`src/hw/rtl/vn_pkg.sv`:
```
`timescale 1ns / 1ps

package vn_pkg;

  // number of components that take part; fields at or above it read as zero
  localparam int unsigned DIMENSION   = 3;
  localparam int unsigned FIELDS      = 3;
  localparam int unsigned COMP_W      = 16;
  localparam int unsigned SQ_W        = 32;
  localparam int unsigned UNIT_FRAC   = 14;
  localparam int unsigned OUT_W       = 16;

  // restoring divide: quotient of (sq << 28) / sum never exceeds 2^28
  localparam int unsigned DIV_STAGES  = 2 * UNIT_FRAC + 1;
  localparam int unsigned ROOT_STAGES = SQ_W / 2;
  localparam int unsigned LANE_LAT    = DIV_STAGES + ROOT_STAGES;
  localparam int unsigned LEN_DLY     = LANE_LAT - ROOT_STAGES;
  // input, square and sum registers ahead of the lanes
  localparam int unsigned FRONT_STAGES = 3;
  localparam int unsigned PIPE_DEPTH   = FRONT_STAGES + LANE_LAT;

  typedef struct packed {
    logic [FIELDS-1:0] neg;
    logic              zero;
  } side_t;

endpackage

```
`src/hw/rtl/vn_isqrt.sv`:
```
`timescale 1ns / 1ps

module vn_isqrt
  import vn_pkg::*;
(
  input  logic              clk_i,
  input  logic              en_i,
  input  logic [SQ_W-1:0]   rad_i,
  output logic [OUT_W-1:0]  root_o
);

  logic [SQ_W-1:0] rem_q  [ROOT_STAGES];
  logic [SQ_W-1:0] root_q [ROOT_STAGES];

  for (genvar k = 0; k < ROOT_STAGES; k++) begin : g_stage
    localparam logic [SQ_W-1:0] BIT = SQ_W'(1) << (SQ_W - 2 - 2 * k);
    logic [SQ_W-1:0] rem_in;
    logic [SQ_W-1:0] root_in;
    logic [SQ_W-1:0] trial;
    logic [SQ_W-1:0] rem_d;
    logic [SQ_W-1:0] root_d;

    if (k == 0) begin : g_first
      assign rem_in  = rad_i;
      assign root_in = '0;
    end else begin : g_next
      assign rem_in  = rem_q[k-1];
      assign root_in = root_q[k-1];
    end

    assign trial = root_in + BIT;

    always_comb begin
      if (rem_in >= trial) begin
        rem_d  = rem_in - trial;
        root_d = (root_in >> 1) + BIT;
      end else begin
        rem_d  = rem_in;
        root_d = root_in >> 1;
      end
    end

    always_ff @(posedge clk_i) begin
      if (en_i) begin
        rem_q[k]  <= rem_d;
        root_q[k] <= root_d;
      end
    end
  end

  assign root_o = root_q[ROOT_STAGES-1][OUT_W-1:0];

endmodule

```
`config.mk`:
```
export PLATFORM = sky130hd
export DESIGN_NAME = vn_isqrt
export DESIGN_NICKNAME = d
export VERILOG_FILES = /design/src/hw/rtl/vn_pkg.sv /design/src/hw/rtl/vn_isqrt.sv
export SDC_FILE = /design/constraint.sdc
export NUM_CORES = 1
export LEC_CHECK = 0
export BUFFER_PORTS_ARGS = -buffer_cell sky130_fd_sc_hd__clkbuf_2
export CAP_MARGIN = 5
export CORE_MARGIN = 2
export CORE_UTILIZATION = 26
export CTS_BUF_LIST = sky130_fd_sc_hd__clkbuf_4 sky130_fd_sc_hd__clkbuf_8
export DETAILED_ROUTE_END_ITERATION = 7
export GPL_TIMING_DRIVEN = 1
export PLACE_DENSITY = 0.37
export SLEW_MARGIN = 15
export SYNTH_ARGS = -nofsm -noshare
export SYNTH_HDL_FRONTEND = slang
export SYNTH_SLANG_ARGS = --single-unit
```
`constraint.sdc`:
```
create_clock -name clk_i -period 3.2 [get_ports clk_i]
set_input_delay 0.48 -clock clk_i [delete_from_list [all_inputs] [get_ports clk_i]]
set_output_delay 0.48 -clock clk_i [all_outputs]
set_load 0.01 [all_outputs]
```
## After elaboration in Yosys (flattened, before gate mapping)

Memory sizes are Yosys's and may differ from the RTL's.
Index checks and enable logic that the tools add are counted.

| word-level totals | value |
|---|---|
| word-level logic and storage cells | 98 |
| input port bits | 34 |
| memories | 2 |
| flip-flop bits (word level) | 0 |
| RAM bits | 1024 |

| cells by class | value |
|---|---|
| muxes and demuxes | 34 |
| add/sub/neg operators | 46 |
| order comparisons | 16 |

Memories:

| name | depth | width | rd ports | clocked after memory_dff | wr ports | RTL line | RTL |
|---|---|---|---|---|---|---|---|
| rem_q | 16 | 32 | 15 | 0 | 16 | vn_isqrt.sv:12 | `logic [SQ_W-1:0] rem_q [ROOT_STAGES];` |
| root_q | 16 | 32 | 16 | 0 | 16 | vn_isqrt.sv:13 | `logic [SQ_W-1:0] root_q [ROOT_STAGES];` |

Operators by type and width:

| kind | count |
|---|---|
| $mux 32 | 31 |
| $ge 32x32->1 | 15 |
| $sub 32x32->32 | 15 |
| $add 31x1->32 const B | 1 |
| $add 31x11->32 const B | 1 |
| $add 31x13->32 const B | 1 |
| $add 31x15->32 const B | 1 |
| $add 31x17->32 const B | 1 |
| $add 31x19->32 const B | 1 |
| $add 31x21->32 const B | 1 |
| $add 31x23->32 const B | 1 |
| $add 31x25->32 const B | 1 |
| $add 31x27->32 const B | 1 |
| $add 31x29->32 const B | 1 |
| $add 31x3->32 const B | 1 |
| $add 31x5->32 const B | 1 |
| $add 31x7->32 const B | 1 |
| $add 31x9->32 const B | 1 |
| $add 32x1->32 const B | 1 |
| $add 32x11->32 const B | 1 |
| $add 32x13->32 const B | 1 |
| $add 32x15->32 const B | 1 |
| $add 32x17->32 const B | 1 |
| $add 32x19->32 const B | 1 |
| other kinds (13) | 14 |

## Longest topological paths before layout

An unclocked memory read counts as a cell.

| logic depth | value |
|---|---|
| depth in word-level cells | 4 |
| gate-level depth with buffers | 11 |
| mapped depth without buffers | 10 |

## Worst setup path before layout

No wires, ideal clock.

| timing path | value |
|---|---|
| kind | register to register |
| start point | mem rem_q[10][17], in the netlist rem_q[1][81] |
| end point | mem rem_q[11][12], in the netlist rem_q[1][108], data pin |
| stages on the path, launching flop included | 9 |
| path buffers | 1 |
| arrival time | 2.490 ns |
| setup slack | 0.451 ns |
| data required time | 2.940 ns |
| library setup time | 0.260 ns |
| clock period less this slack | 2.749 ns |
| cells stage by stage | edfxtp_1 -> ha_1 -> a21oi_1 -> o21ai_0 -> a2111oi_0 -> o2111ai_1 -> nor2_2 -> buf_6 -> mux2_2 |

RTL lines:

| item | RTL line |
|---|---|
| start, declared | vn_isqrt.sv:12 |

==> results.txt <==
Status - finished, final reports clean
CP endpoint kind - register
DRC Markers - 0
Post-synthesis sequential area ratio - 0.6364
Total power - 22.07 mW
Hold crit path type - primary input to register
RR Startpoint - rem_q[1][77]
CP startpoint kind - register
Post-layout nets - 2620
Least-Margin Pin Slew - 0.8025 ns
Width of the die - 338.3 um
Die area - 0.1145 sq mm
Mapped Area - 0.02906 sq mm
Vias in the first global route - 18640
Worst R2R End - rem_q[1][122]
HP Start - en_i
Count of cell types in the netlist - 80
Clk slew on worst S/H paths - 0.06 ns
Syn. warnings - 0
Critical path class - register to register
Ys flop type - edfxtp_1
Placed insts - 3780
R2R Setup Slk - 0.16 ns
Leading area contributor after synthesis - edfxtp_1
Slowest stage delay, CP - 0.52 ns
Leakage - 12.63 nW
Tmin final - 3.041 ns
Die Ht - 338.3 um
Met3 GRT Util - 0.02510
Asr flop ratio synth - 0
CTS tree - built
Met1 usage - 0.1411
Final WS setup - 0.1594 ns
Crit path to - rem_q[1][122]
RePlAce Congestion - 0.8211
Htree depth - 3
Clk_lat worst skew - 0.76 ns
Rows - 122
IO Pins - 50
Fin area - 0.03415 sq mm
Routed Antenna Nets - 0
Rel. slew slack - 0.4601
Post-synth EDFFs - 616
Pwr/cell area - 646.2 mW/mm^2
Fin cells - 4004
CP arrival - 3.52 ns
Synth area leaders - edfxtp_1 64%, ha_1 6.5%, xor2_1 3.6%
Clock net sink count - 616
Crit path top cell by count - or4b_1
Worst vdd ir - 0.3634 mV
Initial Util - 0.2623
Share of cells above drive strength 1 - 0.1348
Setup Viol. Count Final - 0
Drt initial violations - 961
DRT Pass-1 Iters - 5
Max-slew violations - 0
DP Area - 0.03162 sq mm
CTS Buf Count - 110
Core ar. - 0.1108 sq mm
Max cap viols - 0
Number of port buffers - 49
Avg WL per Cell - 17.37 um
Synth top area share - 0.6364
CTS max path bufs - 3
Vias per inst - 4.460
First-pass GRT wire length - 108.3 mm
Final period util - 0.9502
Synth Net Count - 2393
CP cell instances - ha_1 > or4b_1 > or4b_1 > o2111ai_1 > nor2_2 > buf_12 > nor4_1 > xor2_1
FF+latch count, synth - 616
Final hold vios - 0
Slowest CP cell - or4b_1
Largest net degree at the start of global routing - 123
DP Wirelength - 51.37 mm
Total grt overflow - 0
Met2 usage - 0.2147
Most frequent cells after synthesis - 616 x edfxtp_1, 179 x inv_1, 150 x ha_1, 130 x o21ai_0, 128 x nand2_1
CP Launch Point - rem_q[1][77]
Clk root buf - clkbuf_8
Most Crowded Layer GR - met2
Max Freq - 0.3289 GHz
Syn avg cell area - 13.16 sq um
Count leader, synth - edfxtp_1
Post-Synthesis Cells - 2209
Setup Skew - 0.04785 ns
Unrepaired setup endpoints after global routing - yes
Synth-to-Final Area Change - 17.50%
Required time of the critical path - 3.68 ns
Via count - 17860
Register-to-Register Path Depth - 8
Critical path fanouts, max - 22
Routed WL - 69.55 mm
Pre-CTS setup slack - 0.04780 ns
Initial antenna violation count - 2
Final Util - 0.3081
Tot GR Track Use - 0.1209
layer usage:
| layer | vias up | routed length, um |
|---|---|---|
| met4 | 2 | 2729 |
| met3 | 161 | 2405 |
| met2 | 297 | 35090 |
| met1 | 8606 | 29320 |
| li1 | 8793 | - |
| met5 | - | 13 |
worst max-delay path, delay by kind of cell (launching register included):
family | cells | cell delay, ns
AO/OA/AOI/OAI | 1 | 0.30
XOR/XNOR | 1 | 0.10
adder cells (fa/ha/maj) | 1 | 0.38
buffers and inverters | 1 | 0.17
flip-flops | 1 | 0.39
AND/OR/NAND/NOR | 4 | 1.44
registers in the layout, summed over array words and instances (netlist names):
| signal | flops |
|---|---|
| rem_q | 480 |
| root_q | 136 |
worst min-delay path by stage:
stage / slack (ns) / cells after the start / endpoint
floorplan: 0.42 / 0 / rem_q[0][160]
global placement: 0.43 / 0 / rem_q[0][168]
detailed placement: 0.43 / 0 / rem_q[0][168]
CTS: 0.002 / 1 / rem_q[0][236]
global route: 0.03 / 1 / rem_q[0][236]
finish: 0.10 / 1 / rem_q[0][239]
stage by stage:
stage                      TNS, ns  hold slack [ns]
after floorplan                  0           0.4166
after global placement           0           0.4286
after detailed placement         0           0.4333
after CTS                        0         0.002336
after global routing      -0.01237          0.02558
final                            0           0.1025
area by class of cell:
class	instances	area, sq um
Antenna cell	1	2.502
Clock buffer	135	1702
Clock inverter	56	471.7
Fill cell	11260	76670
Inverter	179	671.9
Multi-Input combinational cell	1386	9778
Sequential cell	616	18500
Tap cell	1488	1862
Timing Repair Buffer	143	1164
repair_timing:
item | in CTS | in global routing
hold buffers | 31 | 0
resized for setup | 0 | 10
setup buffers | 1 | 0
endpoints found under the hold margin | 31 | 0
endpoints found under the setup margin | 1 | 22
report_power, final:
| part | internal (mW) | leakage (nW) | switching (mW) |
|---|---|---|---|
| clock | 4.01 | 1.14 | 3.39 |
| sequential | 10.2 | 5.90 | 0.807 |
| combinational | 1.59 | 5.60 | 2.08 |
layout by cell type, fill, tap and decap left out, types with 31 or more instances in the layout:
| master | count |
|---|---|
| xor2_1 | 119 |
| nand2b_1 | 33 |
| nand2_1 | 128 |
| o21ai_0 | 130 |
| nor2_1 | 108 |
| inv_1 | 179 |
| xnor2_1 | 79 |
| a21oi_1 | 122 |
| o21a_1 | 32 |
| clkbuf_2 | 48 |
| buf_4 | 53 |
| nor3_1 | 51 |
| edfxtp_1 | 616 |
| dlygate4sd3_1 | 31 |
| nor4_1 | 76 |
| clkbuf_8 | 110 |
| or3_1 | 32 |
| ha_1 | 149 |
cells by family after synthesis:
logic type / count (synthesis) / share of synthesized area
flip-flops: 616 / 0.6364
adder cells (fa/ha/maj): 150 / 0.06457
multiplexers: 22 / 0.008223
AO/OA/AOI/OAI: 412 / 0.08739
AND/OR/NAND/NOR: 604 / 0.1150
buffers and inverters: 207 / 0.02867
XOR/XNOR: 198 / 0.05967
(Power assumes the default switching activity.)
